### config.mk
export PLATFORM = sky130hd
export DESIGN_NAME = minmax_uniform_quantizer_flat
export DESIGN_NICKNAME = d
export VERILOG_FILES = /design/src/sv/mmuq_pkg.sv /design/src/sv/mmuq_if.sv /design/src/sv/minmax_uniform_quantizer.sv /design/src/sv/mmuq_sample_store.sv /design/src/sv/mmuq_ctrl.sv /design/src/sv/mmuq_quantize.sv /design/src/flat_wrapper.sv
export VERILOG_INCLUDE_DIRS = /design/src /design/src/sv
export SDC_FILE = /design/constraint.sdc
export NUM_CORES = 2
export LEC_CHECK = 0
export BUFFER_PORTS_ARGS = -buffer_cell sky130_fd_sc_hd__buf_4
export CAP_MARGIN = 20
export CORE_UTILIZATION = 55
export CTS_BUF_LIST = sky130_fd_sc_hd__clkbuf_8
export DETAILED_ROUTE_END_ITERATION = 10
export PLACE_DENSITY = 0.74
export SLEW_MARGIN = 10
export SYNTH_ARGS = -nofsm -noshare
export SYNTH_HDL_FRONTEND = slang
export SYNTH_HIERARCHICAL = 1
export SYNTH_SLANG_ARGS = --single-unit
export TNS_END_PERCENT = 5
### constraint.sdc
create_clock -name clk -period 26.5 [get_ports clk]
set_input_delay 1.325 -clock clk [delete_from_list [all_inputs] [get_ports clk]]
set_output_delay 1.325 -clock clk [all_outputs]
set_load 0.02 [all_outputs]
### src/sv/minmax_uniform_quantizer_macros.svh
// ----------------------------------------------------------------------------
// Assertion macros for the min-max uniform quantizer
// Shared property shorthands; each expects clk and arst_n in scope.
// ----------------------------------------------------------------------------
`ifndef MINMAX_UNIFORM_QUANTIZER_MACROS_SVH
`define MINMAX_UNIFORM_QUANTIZER_MACROS_SVH

// same-cycle implication
`define MMUQ_ASSERT_IMPLY(label, ante, cons, msg) \
	label: assert property (@(posedge clk) disable iff (!arst_n) (ante) |-> (cons)) \
		else $error(msg);

// next-cycle implication
`define MMUQ_ASSERT_NEXT(label, ante, cons, msg) \
	label: assert property (@(posedge clk) disable iff (!arst_n) (ante) |=> (cons)) \
		else $error(msg);

`endif

### src/sv/mmuq_pkg.sv
// ----------------------------------------------------------------------------
// mmuq_pkg
// Types and constants shared by the min-max uniform quantizer.
// ----------------------------------------------------------------------------
package mmuq_pkg;

	localparam int unsigned MAX_DIM_DEF     = 64;
	localparam int unsigned SAMPLE_BITS_DEF = 16;
	localparam int unsigned CODE_BITS       = 8;
	localparam logic [CODE_BITS-1:0] LEVELS_RESET = 8'd255;

	typedef enum logic [1:0] {
		ST_LOAD,
		ST_DRAIN,
		ST_FLUSH
	} ctrl_state_t;

	// read request from the sequencer into the quantize pipeline
	typedef struct packed {
		logic valid;
		logic last;
	} rd_issue_t;

	// pipeline status back to the sequencer
	typedef struct packed {
		logic adv;
		logic busy;
	} pipe_status_t;

endpackage

### src/sv/mmuq_if.sv
// ----------------------------------------------------------------------------
// mmuq channel interfaces
// Valid/ready channels for incoming samples and outgoing codes.
// ----------------------------------------------------------------------------
interface mmuq_sample_if import mmuq_pkg::*; #(
	parameter int unsigned SAMPLE_BITS = SAMPLE_BITS_DEF
) ();
	logic                          valid;
	logic                          ready;
	logic signed [SAMPLE_BITS-1:0] sample_value;
	logic                          last_sample;

	modport source (output valid, output sample_value, output last_sample, input ready);
	modport sink   (input valid, input sample_value, input last_sample, output ready);
endinterface

interface mmuq_code_if import mmuq_pkg::*; #(
	parameter int unsigned SAMPLE_BITS = SAMPLE_BITS_DEF
) ();
	logic                          valid;
	logic                          ready;
	logic [CODE_BITS-1:0]          code;
	logic signed [SAMPLE_BITS-1:0] vector_min;
	logic signed [SAMPLE_BITS-1:0] vector_max;
	logic                          last_code;

	modport source (output valid, output code, output vector_min, output vector_max,
		output last_code, input ready);
	modport sink   (input valid, input code, input vector_min, input vector_max,
		input last_code, output ready);
endinterface

### src/sv/minmax_uniform_quantizer.sv
// ----------------------------------------------------------------------------
// minmax_uniform_quantizer
// Buffers one vector, then emits floor(L*(v-min)/(max-min)) per element.
// ----------------------------------------------------------------------------
//  channel   dir  payload                                       request on
//  samples   in   sample_value, last_sample                     valid & ready
//  codes     out  code, vector_min, vector_max, last_code       valid & ready
//  cfg       in   cfg_wdata -> level count                      cfg_we
//
//  Load takes one sample a cycle; the last sample (or a full store) closes it.
//  Drain reads one stored sample a cycle into a read, scale, 8-stage divide and
//  output pipeline, which gives one code a cycle; both hold while codes are taken.
//  New samples wait until the last code has left. Backpressure on codes freezes
//  the whole pipeline. Reset is immediate; the sample store is not cleared.
// ----------------------------------------------------------------------------
module minmax_uniform_quantizer import mmuq_pkg::*; #(
	parameter int unsigned MAX_DIM     = MAX_DIM_DEF,
	parameter int unsigned SAMPLE_BITS = SAMPLE_BITS_DEF
) (
	input  logic                 clk,
	input  logic                 arst_n,
	input  logic                 cfg_we,
	input  logic [CODE_BITS-1:0] cfg_wdata,
	mmuq_sample_if.sink          samples,
	mmuq_code_if.source          codes
);

	localparam int unsigned AW = (MAX_DIM > 1) ? $clog2(MAX_DIM) : 1;

	logic                          wr_en;
	logic [AW-1:0]                 wr_addr;
	logic signed [SAMPLE_BITS-1:0] wr_data;
	logic [AW-1:0]                 rd_addr;
	logic signed [SAMPLE_BITS-1:0] rd_data;
	rd_issue_t                     issue;
	pipe_status_t                  status;
	logic signed [SAMPLE_BITS-1:0] vmin, vmax;
	logic [SAMPLE_BITS:0]          divisor;
	logic                          flat;

	mmuq_ctrl #(
		.MAX_DIM     (MAX_DIM),
		.SAMPLE_BITS (SAMPLE_BITS)
	) u_ctrl (
		.clk     (clk),
		.arst_n  (arst_n),
		.samples (samples),
		.status  (status),
		.wr_en   (wr_en),
		.wr_addr (wr_addr),
		.wr_data (wr_data),
		.rd_addr (rd_addr),
		.issue   (issue),
		.vmin    (vmin),
		.vmax    (vmax),
		.divisor (divisor),
		.flat    (flat)
	);

	mmuq_sample_store #(
		.MAX_DIM     (MAX_DIM),
		.SAMPLE_BITS (SAMPLE_BITS)
	) u_store (
		.clk     (clk),
		.wr_en   (wr_en),
		.wr_addr (wr_addr),
		.wr_data (wr_data),
		.rd_en   (status.adv),
		.rd_addr (rd_addr),
		.rd_data (rd_data)
	);

	mmuq_quantize #(
		.SAMPLE_BITS (SAMPLE_BITS)
	) u_quantize (
		.clk       (clk),
		.arst_n    (arst_n),
		.cfg_we    (cfg_we),
		.cfg_wdata (cfg_wdata),
		.issue     (issue),
		.rd_data   (rd_data),
		.vmin      (vmin),
		.vmax      (vmax),
		.divisor   (divisor),
		.flat      (flat),
		.status    (status),
		.codes     (codes)
	);

endmodule

### src/sv/mmuq_sample_store.sv
// ----------------------------------------------------------------------------
// mmuq_sample_store
// Sample buffer: one write port, one registered read port with enable.
// ----------------------------------------------------------------------------
module mmuq_sample_store import mmuq_pkg::*; #(
	parameter int unsigned MAX_DIM     = MAX_DIM_DEF,
	parameter int unsigned SAMPLE_BITS = SAMPLE_BITS_DEF,
	localparam int unsigned AW = (MAX_DIM > 1) ? $clog2(MAX_DIM) : 1
) (
	input  logic                          clk,
	input  logic                          wr_en,
	input  logic [AW-1:0]                 wr_addr,
	input  logic signed [SAMPLE_BITS-1:0] wr_data,
	input  logic                          rd_en,
	input  logic [AW-1:0]                 rd_addr,
	output logic signed [SAMPLE_BITS-1:0] rd_data
);

	logic signed [SAMPLE_BITS-1:0] mem [MAX_DIM];

	always_ff @(posedge clk) begin
		if (wr_en) begin
			mem[wr_addr] <= wr_data;
		end
	end

	// hold read data while the pipeline is stalled
	always_ff @(posedge clk) begin
		if (rd_en) begin
			rd_data <= mem[rd_addr];
		end
	end

endmodule

### src/sv/mmuq_ctrl.sv
// ----------------------------------------------------------------------------
// mmuq_ctrl
// Load/drain sequencer: fills the store, tracks min and max, issues reads.
// ----------------------------------------------------------------------------
`include "minmax_uniform_quantizer_macros.svh"

module mmuq_ctrl import mmuq_pkg::*; #(
	parameter int unsigned MAX_DIM     = MAX_DIM_DEF,
	parameter int unsigned SAMPLE_BITS = SAMPLE_BITS_DEF,
	localparam int unsigned AW = (MAX_DIM > 1) ? $clog2(MAX_DIM) : 1
) (
	input  logic                          clk,
	input  logic                          arst_n,
	mmuq_sample_if.sink                   samples,
	input  pipe_status_t                  status,
	output logic                          wr_en,
	output logic [AW-1:0]                 wr_addr,
	output logic signed [SAMPLE_BITS-1:0] wr_data,
	output logic [AW-1:0]                 rd_addr,
	output rd_issue_t                     issue,
	output logic signed [SAMPLE_BITS-1:0] vmin,
	output logic signed [SAMPLE_BITS-1:0] vmax,
	output logic [SAMPLE_BITS:0]          divisor,
	output logic                          flat
);

	localparam int unsigned CW = $clog2(MAX_DIM + 1);
	localparam logic [CW-1:0] DIM_C = CW'(MAX_DIM);

	ctrl_state_t state_q, state_d;
	logic [CW-1:0] count_q;
	logic [CW-1:0] count_inc;
	logic [CW-1:0] rd_idx_q;
	logic          rd_last;
	logic signed [SAMPLE_BITS-1:0] min_q, max_q;
	logic [SAMPLE_BITS:0] span_q;
	logic accept, close;

	assign accept    = samples.valid && samples.ready;
	assign count_inc = count_q + 1'b1;
	// a full store closes the vector as if flagged
	assign close     = accept && (samples.last_sample || (count_inc == DIM_C));
	assign rd_last   = (rd_idx_q == (count_q - 1'b1));

	assign wr_en   = accept;
	assign wr_addr = count_q[AW-1:0];
	assign wr_data = samples.sample_value;
	assign rd_addr = rd_idx_q[AW-1:0];

	assign vmin    = min_q;
	assign vmax    = max_q;
	// flat vector: divide zero by one
	assign flat    = (span_q == '0);
	assign divisor = flat ? (SAMPLE_BITS+1)'(1) : span_q;

	always_comb begin
		state_d       = state_q;
		samples.ready = 1'b0;
		issue         = '0;
		unique case (state_q)
			ST_LOAD: begin
				samples.ready = 1'b1;
				if (close) begin
					state_d = ST_DRAIN;
				end
			end
			ST_DRAIN: begin
				if (status.adv) begin
					issue.valid = 1'b1;
					issue.last  = rd_last;
					if (rd_last) begin
						state_d = ST_FLUSH;
					end
				end
			end
			ST_FLUSH: begin
				// min and max must stay put until every code has left
				if (!status.busy) begin
					state_d = ST_LOAD;
				end
			end
			default: begin
				state_d = ST_LOAD;
			end
		endcase
	end

	always_ff @(posedge clk or negedge arst_n) begin
		if (!arst_n) begin
			state_q  <= ST_LOAD;
			count_q  <= '0;
			rd_idx_q <= '0;
			min_q    <= '0;
			max_q    <= '0;
			span_q   <= '0;
		end else begin
			state_q <= state_d;
			span_q  <= {max_q[SAMPLE_BITS-1], max_q} - {min_q[SAMPLE_BITS-1], min_q};
			if (accept) begin
				count_q <= count_inc;
				if ((count_q == '0) || (samples.sample_value < min_q)) begin
					min_q <= samples.sample_value;
				end
				if ((count_q == '0) || (samples.sample_value > max_q)) begin
					max_q <= samples.sample_value;
				end
			end
			if ((state_q == ST_DRAIN) && status.adv) begin
				rd_idx_q <= rd_idx_q + 1'b1;
			end
			if ((state_q == ST_FLUSH) && !status.busy) begin
				count_q  <= '0;
				rd_idx_q <= '0;
			end
		end
	end

	`MMUQ_ASSERT_IMPLY(a_count_range, 1'b1, count_q <= DIM_C, "element count beyond store depth")
	`MMUQ_ASSERT_NEXT(a_close_drain, close, state_q == ST_DRAIN, "closed vector did not start drain")
	`MMUQ_ASSERT_IMPLY(a_read_in_range, state_q == ST_DRAIN, rd_idx_q < count_q, "read past stored elements")

endmodule

### src/sv/mmuq_quantize.sv
// ----------------------------------------------------------------------------
// mmuq_quantize
// Offset, scale by levels, pipelined restoring divide and output register.
// ----------------------------------------------------------------------------
`include "minmax_uniform_quantizer_macros.svh"

module mmuq_quantize import mmuq_pkg::*; #(
	parameter int unsigned SAMPLE_BITS = SAMPLE_BITS_DEF
) (
	input  logic                          clk,
	input  logic                          arst_n,
	input  logic                          cfg_we,
	input  logic [CODE_BITS-1:0]          cfg_wdata,
	input  rd_issue_t                     issue,
	input  logic signed [SAMPLE_BITS-1:0] rd_data,
	input  logic signed [SAMPLE_BITS-1:0] vmin,
	input  logic signed [SAMPLE_BITS-1:0] vmax,
	input  logic [SAMPLE_BITS:0]          divisor,
	input  logic                          flat,
	output pipe_status_t                  status,
	mmuq_code_if.source                   codes
);

	localparam int unsigned OW = SAMPLE_BITS + 1;
	localparam int unsigned PW = OW + CODE_BITS;

	logic [CODE_BITS-1:0] levels_q;
	logic adv;
	logic valid_s1, last_s1;
	logic [OW-1:0] off_s1;

	// divide pipeline; entry 0 is the product stage
	logic [PW-1:0]        rem_s [CODE_BITS+1];
	logic [CODE_BITS-1:0] quo_s [CODE_BITS+1];
	logic [PW-1:0]        trial_k [CODE_BITS];
	logic                 fits_k [CODE_BITS];
	logic [CODE_BITS:0]   vld_s;
	logic [CODE_BITS:0]   lst_s;

	logic                          out_valid_q;
	logic                          out_last_q;
	logic [CODE_BITS-1:0]          out_code_q;
	logic signed [SAMPLE_BITS-1:0] out_min_q, out_max_q;

	// every stage moves together; stall all while a full output register is not taken
	assign adv         = !out_valid_q || codes.ready;
	assign status.adv  = adv;
	assign status.busy = valid_s1 || (|vld_s) || out_valid_q;

	assign off_s1 = {rd_data[SAMPLE_BITS-1], rd_data} - {vmin[SAMPLE_BITS-1], vmin};

	for (genvar k = 0; k < CODE_BITS; k++) begin : g_div
		localparam int unsigned SH = CODE_BITS - 1 - k;

		assign trial_k[k] = PW'(divisor) << SH;
		assign fits_k[k]  = (rem_s[k] >= trial_k[k]);
	end

	always_ff @(posedge clk or negedge arst_n) begin
		if (!arst_n) begin
			levels_q    <= LEVELS_RESET;
			valid_s1    <= 1'b0;
			vld_s       <= '0;
			out_valid_q <= 1'b0;
		end else begin
			if (cfg_we) begin
				levels_q <= cfg_wdata;
			end
			if (adv) begin
				valid_s1    <= issue.valid;
				vld_s       <= {vld_s[CODE_BITS-1:0], valid_s1};
				out_valid_q <= vld_s[CODE_BITS];
			end
		end
	end

	always_ff @(posedge clk) begin
		if (adv) begin
			last_s1    <= issue.last;
			lst_s      <= {lst_s[CODE_BITS-1:0], last_s1};
			rem_s[0]   <= flat ? '0 : (PW'(levels_q) * PW'(off_s1));
			quo_s[0]   <= '0;
			for (int k = 0; k < CODE_BITS; k++) begin
				rem_s[k+1] <= fits_k[k] ? (rem_s[k] - trial_k[k]) : rem_s[k];
				quo_s[k+1] <= {quo_s[k][CODE_BITS-2:0], fits_k[k]};
			end
			out_last_q <= lst_s[CODE_BITS];
			out_code_q <= quo_s[CODE_BITS];
			out_min_q  <= vmin;
			out_max_q  <= vmax;
		end
	end

	assign codes.valid      = out_valid_q;
	assign codes.code       = out_code_q;
	assign codes.vector_min = out_min_q;
	assign codes.vector_max = out_max_q;
	assign codes.last_code  = out_last_q;

	`MMUQ_ASSERT_IMPLY(a_divisor_nonzero, 1'b1, divisor != '0, "zero divisor reached the divider")
	`MMUQ_ASSERT_IMPLY(a_quotient_fits, vld_s[CODE_BITS], rem_s[CODE_BITS] < PW'(divisor), "code overflow in divider")

endmodule

### src/flat_wrapper.sv
// flat-port wrapper written by rule: the top's interface ports become plain ports
module minmax_uniform_quantizer_flat import mmuq_pkg::*;
#(
	parameter int unsigned MAX_DIM     = MAX_DIM_DEF,
	parameter int unsigned SAMPLE_BITS = SAMPLE_BITS_DEF
)
  (clk, arst_n, cfg_we, cfg_wdata, samples_valid, samples_sample_value, samples_last_sample, samples_ready, codes_valid, codes_code, codes_vector_min, codes_vector_max, codes_last_code, codes_ready);
  mmuq_sample_if #(.SAMPLE_BITS(SAMPLE_BITS)) samples_i ();
  mmuq_code_if #(.SAMPLE_BITS(SAMPLE_BITS)) codes_i ();
  input  logic clk;
  input  logic arst_n;
  input  logic cfg_we;
  input  logic [CODE_BITS-1:0] cfg_wdata;
  input wire logic [$bits(samples_i.valid)-1:0] samples_valid;
  input wire logic [$bits(samples_i.sample_value)-1:0] samples_sample_value;
  input wire logic [$bits(samples_i.last_sample)-1:0] samples_last_sample;
  output wire logic [$bits(samples_i.ready)-1:0] samples_ready;
  output wire logic [$bits(codes_i.valid)-1:0] codes_valid;
  output wire logic [$bits(codes_i.code)-1:0] codes_code;
  output wire logic [$bits(codes_i.vector_min)-1:0] codes_vector_min;
  output wire logic [$bits(codes_i.vector_max)-1:0] codes_vector_max;
  output wire logic [$bits(codes_i.last_code)-1:0] codes_last_code;
  input wire logic [$bits(codes_i.ready)-1:0] codes_ready;
  assign samples_i.valid = samples_valid;
  assign samples_i.sample_value = samples_sample_value;
  assign samples_i.last_sample = samples_last_sample;
  assign samples_ready = samples_i.ready;
  assign codes_valid = codes_i.valid;
  assign codes_code = codes_i.code;
  assign codes_vector_min = codes_i.vector_min;
  assign codes_vector_max = codes_i.vector_max;
  assign codes_last_code = codes_i.last_code;
  assign codes_i.ready = codes_ready;
  minmax_uniform_quantizer #(.MAX_DIM(MAX_DIM), .SAMPLE_BITS(SAMPLE_BITS)) u_core (.clk(clk), .arst_n(arst_n), .cfg_we(cfg_we), .cfg_wdata(cfg_wdata), .samples(samples_i), .codes(codes_i));
endmodule
== Word level (Yosys, flattened, before mapping) ==
Memories as Yosys holds them, arrays and structs flattened. A register that Yosys moved wholly into a read port is not among the register bits.
Cells that the tools add are included.

* Memories: 3
* Bits in read-only memories: 0
* Logic and storage cells: 96
* Bits in latches: 0
* Register bits: 127
* Output and inout bits: 43
* Memory bits (writable): 1,321
* Input bits: 30

* Reduce and logical (&&, ||, !) cells: 21
* Bitwise logic cells: 0
* Muxes and demuxes: 25
* Div/mod/pow operators: 0
* $lt $le $gt $ge: 10
* Add/subtract/negate cells: 13
* Multiply operators: 1
* Shift-type cells: 0
* Equality and inequality tests: 8

{| class="wikitable"
|+ Memory list
! memory !! words !! bits a word !! rd ports !! clocked after Yosys merged registers in !! write ports !! line !! text
|-
| u_core.u_store.mem || 64 || 16 || 1 || 1 || 1 || mmuq_sample_store.sv:19 || <nowiki>logic signed [SAMPLE_BITS-1:0] mem [MAX_DIM];</nowiki>
|-
| u_core.u_quantize.rem_s || 9 || 25 || 8 || 0 || 9 || mmuq_quantize.sv:33 || <nowiki>logic [PW-1:0] rem_s [CODE_BITS+1];</nowiki>
|-
| u_core.u_quantize.quo_s || 9 || 8 || 9 || 1 || 9 || mmuq_quantize.sv:34 || <nowiki>logic [CODE_BITS-1:0] quo_s [CODE_BITS+1];</nowiki>
|}

{| class="wikitable"
|+ Operators by type and width
! operator !! number
|-
| 2-to-1 mux 25 bit || 9
|-
| subtractor 16 x 16 -> 17 bit || 2
|-
| 2-to-1 mux 7 bit || 4
|-
| greater-or-equal comparator 25 x 17 -> 1 bit || 1
|-
| greater-or-equal comparator 25 x 18 -> 1 bit || 1
|-
| greater-or-equal comparator 25 x 19 -> 1 bit || 1
|-
| greater-or-equal comparator 25 x 20 -> 1 bit || 1
|-
| greater-or-equal comparator 25 x 21 -> 1 bit || 1
|-
| greater-or-equal comparator 25 x 22 -> 1 bit || 1
|-
| greater-or-equal comparator 25 x 23 -> 1 bit || 1
|-
| greater-or-equal comparator 25 x 24 -> 1 bit || 1
|-
| multiplier 8 x 17 -> 25 bit || 1
|-
| subtractor 25 x 17 -> 25 bit || 1
|-
| subtractor 25 x 18 -> 25 bit || 1
|-
| subtractor 25 x 19 -> 25 bit || 1
|-
| subtractor 25 x 20 -> 25 bit || 1
|-
| subtractor 25 x 21 -> 25 bit || 1
|-
| subtractor 25 x 22 -> 25 bit || 1
|-
| subtractor 25 x 23 -> 25 bit || 1
|-
| subtractor 25 x 24 -> 25 bit || 1
|-
| logical NOT 17 bit || 1
|-
| 2-to-1 mux 17 bit || 1
|-
| > comparator 16 bit || 1
|-
| < comparator 16 bit || 1
|-
| 19 further kinds || 42
|}

== Longest topological paths before layout ==
* Word-level depth: 6
* Depth in mapped cells: 27
* Depth with buffers taken out: 27

== Hierarchy ==
The synthesis kept the hierarchy.

{| class="wikitable"
|+ Modules (own cells, without submodules)
! module !! instances !! cells each !! area an instance (µm²)
|-
| mmuq_sample_store || 1 || 1,829 || 40,202.3
|-
| mmuq_quantize || 1 || 2,169 || 22,678.0
|-
| mmuq_ctrl || 1 || 457 || 4,463.0
|}

== Worst setup path before layout ==
Ideal clock, no wire load.

* Path kind: input -> register
* Start point: input port codes_ready
* End point: register u_core.u_ctrl.rd_idx_q[5]
* Stages on the path: 9
* Arrival: 11,499 ps
* Data required time: 26,349 ps
* Path buffers: 3
* Library setup time: 151 ps
* Path slack: 14,850 ps
* Cells stage by stage: nand2b_1 buf_1 buf_4 and3b_1 clkbuf_1 and3_1 nand4_1 xor2_1 nor2_1

* Word-level cells in the longest chain between the ends: 3

{| class="wikitable"
|+ RTL lines
! what !! line !! text
|-
| start, declared || flat_wrapper.sv:23 || <nowiki>input wire logic [$bits(codes_i.ready)-1:0] codes_ready;</nowiki>
|-
| logical OR 1 bit || mmuq_quantize.sv:46 || <nowiki>assign adv = !out_valid_q || codes.ready;</nowiki>
|-
| named net u_core.u_quantize.adv || mmuq_quantize.sv:28 || <nowiki>logic adv;</nowiki>
|-
| logical AND 1 bit || mmuq_ctrl.sv:108 || <nowiki>if ((state_q == ST_DRAIN) && status.adv) begin</nowiki>
|-
| nonzero test 2 bit (no line) || -- ||
|-
| end signal, assigned || mmuq_ctrl.sv:109 || <nowiki>rd_idx_q <= rd_idx_q + 1'b1;</nowiki>
|-
| end, declared || mmuq_ctrl.sv:33 || <nowiki>logic [CW-1:0] rd_idx_q;</nowiki>
|}

The timed path passes the listed nets, and every way through them passes these cells.
A chain may end at the register's enable or synchronous reset.

==> results.ini <==
[placement]
hpwl_um=106700
port_buffers=72
gp_congestion=0.9137

[worst_setup_path]
startpoint_type=register
crit_path_end=u_core/u_quantize/rem_s[0][23]$_SDFFCE_PP0P_
worst-path-buf-inv=3
cp_slowest_cell=o311ai_1
crit_chain=inv_1 -> ha_1 -> nor2b_1 -> o21ai_0 -> a21boi_0 -> o21ai_1 -> a211oi_1 -> o311ai_1 -> and2_1 -> fa_1 -> fa_1 -> fa_1 -> inv_1 -> fa_1 -> inv_1 -> ha_1 -> nand3_1 -> a211oi_1 -> o31ai_2 -> o21ai_0 -> a221oi_1 -> xor2_1 -> nor2_1
worst_path_most_repeated_cell=fa_1
path_max_fanout=8
crit_arrival_ns=7.98
cp-end-kind=register
cp.depth=23
rrSetupSlack_ns=19.18
ff2ff_path_depth=23
criticalPathCategory=reg -> reg
critical-path-top-delay-family=compound AO/OA/AOI/OAI gates
worst_r2r_endpoint=u_core/u_quantize/rem_s[0][23]$_SDFFCE_PP0P_
timing.rr.start=u_core/u_ctrl/vmin[1]$_DFFE_PN0P_
cpPeakStageDelay_ns=0.96
worstPathRequired_ns=27.16
critPathLaunch=u_core/u_ctrl/vmin[1]$_DFFE_PN0P_

[yosys]
synth_ff_type=edfxtp_1
synth_cell_type_count=90
synthCells=4455
yosysTopAreaCell=edfxtp_1
synth_warnings=6
synth_common_cells=edfxtp_1 (1,327), nor2_1 (249), ha_1 (247), inv_1 (230), mux4_2 (220)
synth-edff-count=1327
yosys-top-cells-area=edfxtp_1 (59%), mux4_2 (7.4%), ha_1 (4.6%), fa_1 (2.9%), dfrtp_1 (2.8%)
yosys.area.top_type_share=0.5917
post-synth-top-count-cell=edfxtp_1
synth_nets=4831
synth_area_um2=67340
avgSynthCellArea_um2=15.12
synth.ff_latch_count=1411
ys_seq_area_frac=0.6231
ys_async_sr_fraction=0.05953

[cells_and_area]
layout-drive-gt1-share=0.1722
area_delta_synth_final_pct=9.206
nets=5016

[cts]
htree_levels=4
clk-insertion-delay-late_ns=0.95
clock_path_buffers=3
postCtsSetupRepairBufs=0
cts_made_buffers=216
ctsRootBufferMaster=clkbuf_8
clk_pin_slew_worst_paths_ns=0.06
cts_resized=0
hold_buffers=0
cts_tree=yes
cts_sinks=1411

[die]
die_area_um2=123800
ios=73
core_um2=121600
die_y_um=351.9
start_util=0.5540
die_x_um=351.9
row_count=128

[sta]
slew-limit-headroom=0.1553
timing_hold_violations_final=0
period_needed_ns=7.318
slew_viol_final=0
rsz0062_at_grt=no
fin_tns_setup_ns=0
worst_pin_slew_ns=1.267
fin_worst_skew_ns=0.05663
max_freq_mhz=136.6
min_period_over_period=0.2762
setup_viol=0

[global_routing]
grt_pass1_wl_um=244800
grt_pass1_vias=39110
overflow=0
antenna_found_initial=2
grt_start_max_net_pins=146
grtUsageTotal=0.2635

[flow_run]
maxCapViolations=0

[routing]
ant_nets=0
via_count=40190
drtPass1Iterations=6
routedWlPerCell_um=25.30
drc=0
drt_iter0_markers=4663
vias_per_cell=6.233
drt_wl_total_um=163100

[min_path]
hp-class=in -> async

[run_status]
outcome=completed

## kinds of logic (layout without fill, tap and decap cells)
logic type      after synthesis  count (layout)  share of synthesized area
compound gates              712             712                    0.06949
fa+ha+maj                   346             346                    0.07532
simple gates                967             967                    0.07240
buf+inv                     436             802                    0.03181
flops                      1411            1411                     0.6231
xor+xnor                    165             165                    0.02146
mux                         418             418                     0.1064
other cells                   0               2                          0
## worst min-delay path by stage
stage	to	slack, ns
6_report	u_core/u_quantize/vld_s[7]$_DFFE_PN0P_	0.33
5_1_grt	u_core/u_quantize/vld_s[4]$_DFFE_PN0P_	0.30
4_1_cts	u_core/u_quantize/vld_s[4]$_DFFE_PN0P_	0.27
3_5_place_dp	u_core/u_quantize/quo_s[8][5]$_DFFE_PP_	0.40
3_3_place_gp	u_core/u_quantize/quo_s[4][3]$_DFFE_PP_	0.40
2_1_floorplan	u_core/u_quantize/codes.code[0]$_DFFE_PP_	0.40
## stage by stage
| step | utilization | cells | setup slack (ns) | area (um^2) | hold slack, ns |
|---|---|---|---|---|---|
| final | 0.6050 | 6448 | 19.18 | 73540 | 0.3330 |
| after global routing | 0.6050 | 6447 | 18.79 | 73540 | 0.3021 |
| after CTS | 0.6050 | 6446 | 19.21 | 73540 | 0.2671 |
| after floorplan | - | 4455 | 14.85 | 67340 | 0.4003 |
| after global placement | 0.5717 | 6047 | 19.39 | 69500 | 0.4007 |
| after detailed placement | 0.5717 | 6047 | 19.24 | 69500 | 0.4045 |
## worst register-to-register path, stage by stage (launching register included)
cell      delay (ns)
dfrtp_1         0.53
inv_1           0.09
ha_1            0.27
nor2b_1         0.13
o21ai_0         0.25
a21boi_0        0.17
o21ai_1         0.28
a211oi_1        0.16
o311ai_1        0.96
and2_1          0.27
fa_1            0.44
fa_1            0.47
fa_1            0.54
inv_1           0.06
fa_1            0.53
inv_1           0.04
ha_1            0.35
nand3_1         0.14
a211oi_1        0.09
o31ai_2         0.48
o21ai_0         0.22
a221oi_1        0.36
xor2_1          0.17
nor2_1          0.06
## registers in the layout, summed over array words and instances, names as in the netlist, 9 cells and up
signal / flops
u_core/u_quantize/vld_s: 9
u_core/u_quantize/quo_s: 36
u_core/u_quantize/codes.vector_max: 16
u_core/u_store/mem: 1024
u_core/u_ctrl/vmin: 16
u_core/u_ctrl/span_q: 17
u_core/u_quantize/lst_s: 9
u_core/u_quantize/codes.vector_min: 16
u_core/u_store/rd_data: 16
u_core/u_ctrl/vmax: 16
u_core/u_quantize/rem_s: 200
## final cells by class
cell class                      count  area, um^2
Antenna cell                        2       5.005
Clock buffer                      224        3083
Clock inverter                    175       955.9
Fill cell                        8837       48010
Inverter                          232       870.8
Multi-Input combinational cell   2608       23310
Sequential cell                  1411       41970
Tap cell                         1625        2033
Timing Repair Buffer              171        1309
## placed cells by master, fill, tap and decap left out, types with 16 or more instances in the layout
cell type | Yosys | final
a211oi_1 | 30 | 30
a21o_1 | 67 | 67
a21oi_1 | 203 | 203
a221oi_1 | 20 | 20
a22oi_1 | 39 | 39
a31oi_1 | 25 | 25
and2_1 | 99 | 99
and3_1 | 19 | 19
buf_4 | 42 | 169
clkbuf_8 | 0 | 224
clkinv_1 | 0 | 40
clkinv_2 | 0 | 25
dfrtp_1 | 76 | 72
edfxtp_1 | 1327 | 1327
fa_1 | 99 | 99
ha_1 | 247 | 247
inv_1 | 230 | 319
mux2_2 | 97 | 97
mux2i_1 | 88 | 88
mux4_2 | 220 | 220
nand2_1 | 215 | 215
nand2b_1 | 34 | 33
nand3_1 | 66 | 66
nand4_1 | 45 | 45
nor2_1 | 249 | 239
nor2b_1 | 81 | 79
nor3_1 | 54 | 51
o211ai_1 | 16 | 16
o21a_1 | 23 | 23
o21ai_0 | 139 | 139
or3_1 | 21 | 21
xnor2_1 | 86 | 86
xor2_1 | 79 | 79
## metal layers
metal  up-vias  track usage  part of all wire
met1     20310       0.3721              0.40
met4         2      0.09074             0.032
met3       298      0.05130             0.099
met2      2081       0.4119              0.47
met5         -            0          0.000080
li1      17500            -                 -
Power is left out: the tool's default activity adds up to more than one toggle a clock period on the data nets, which glitch-free logic cannot reach.
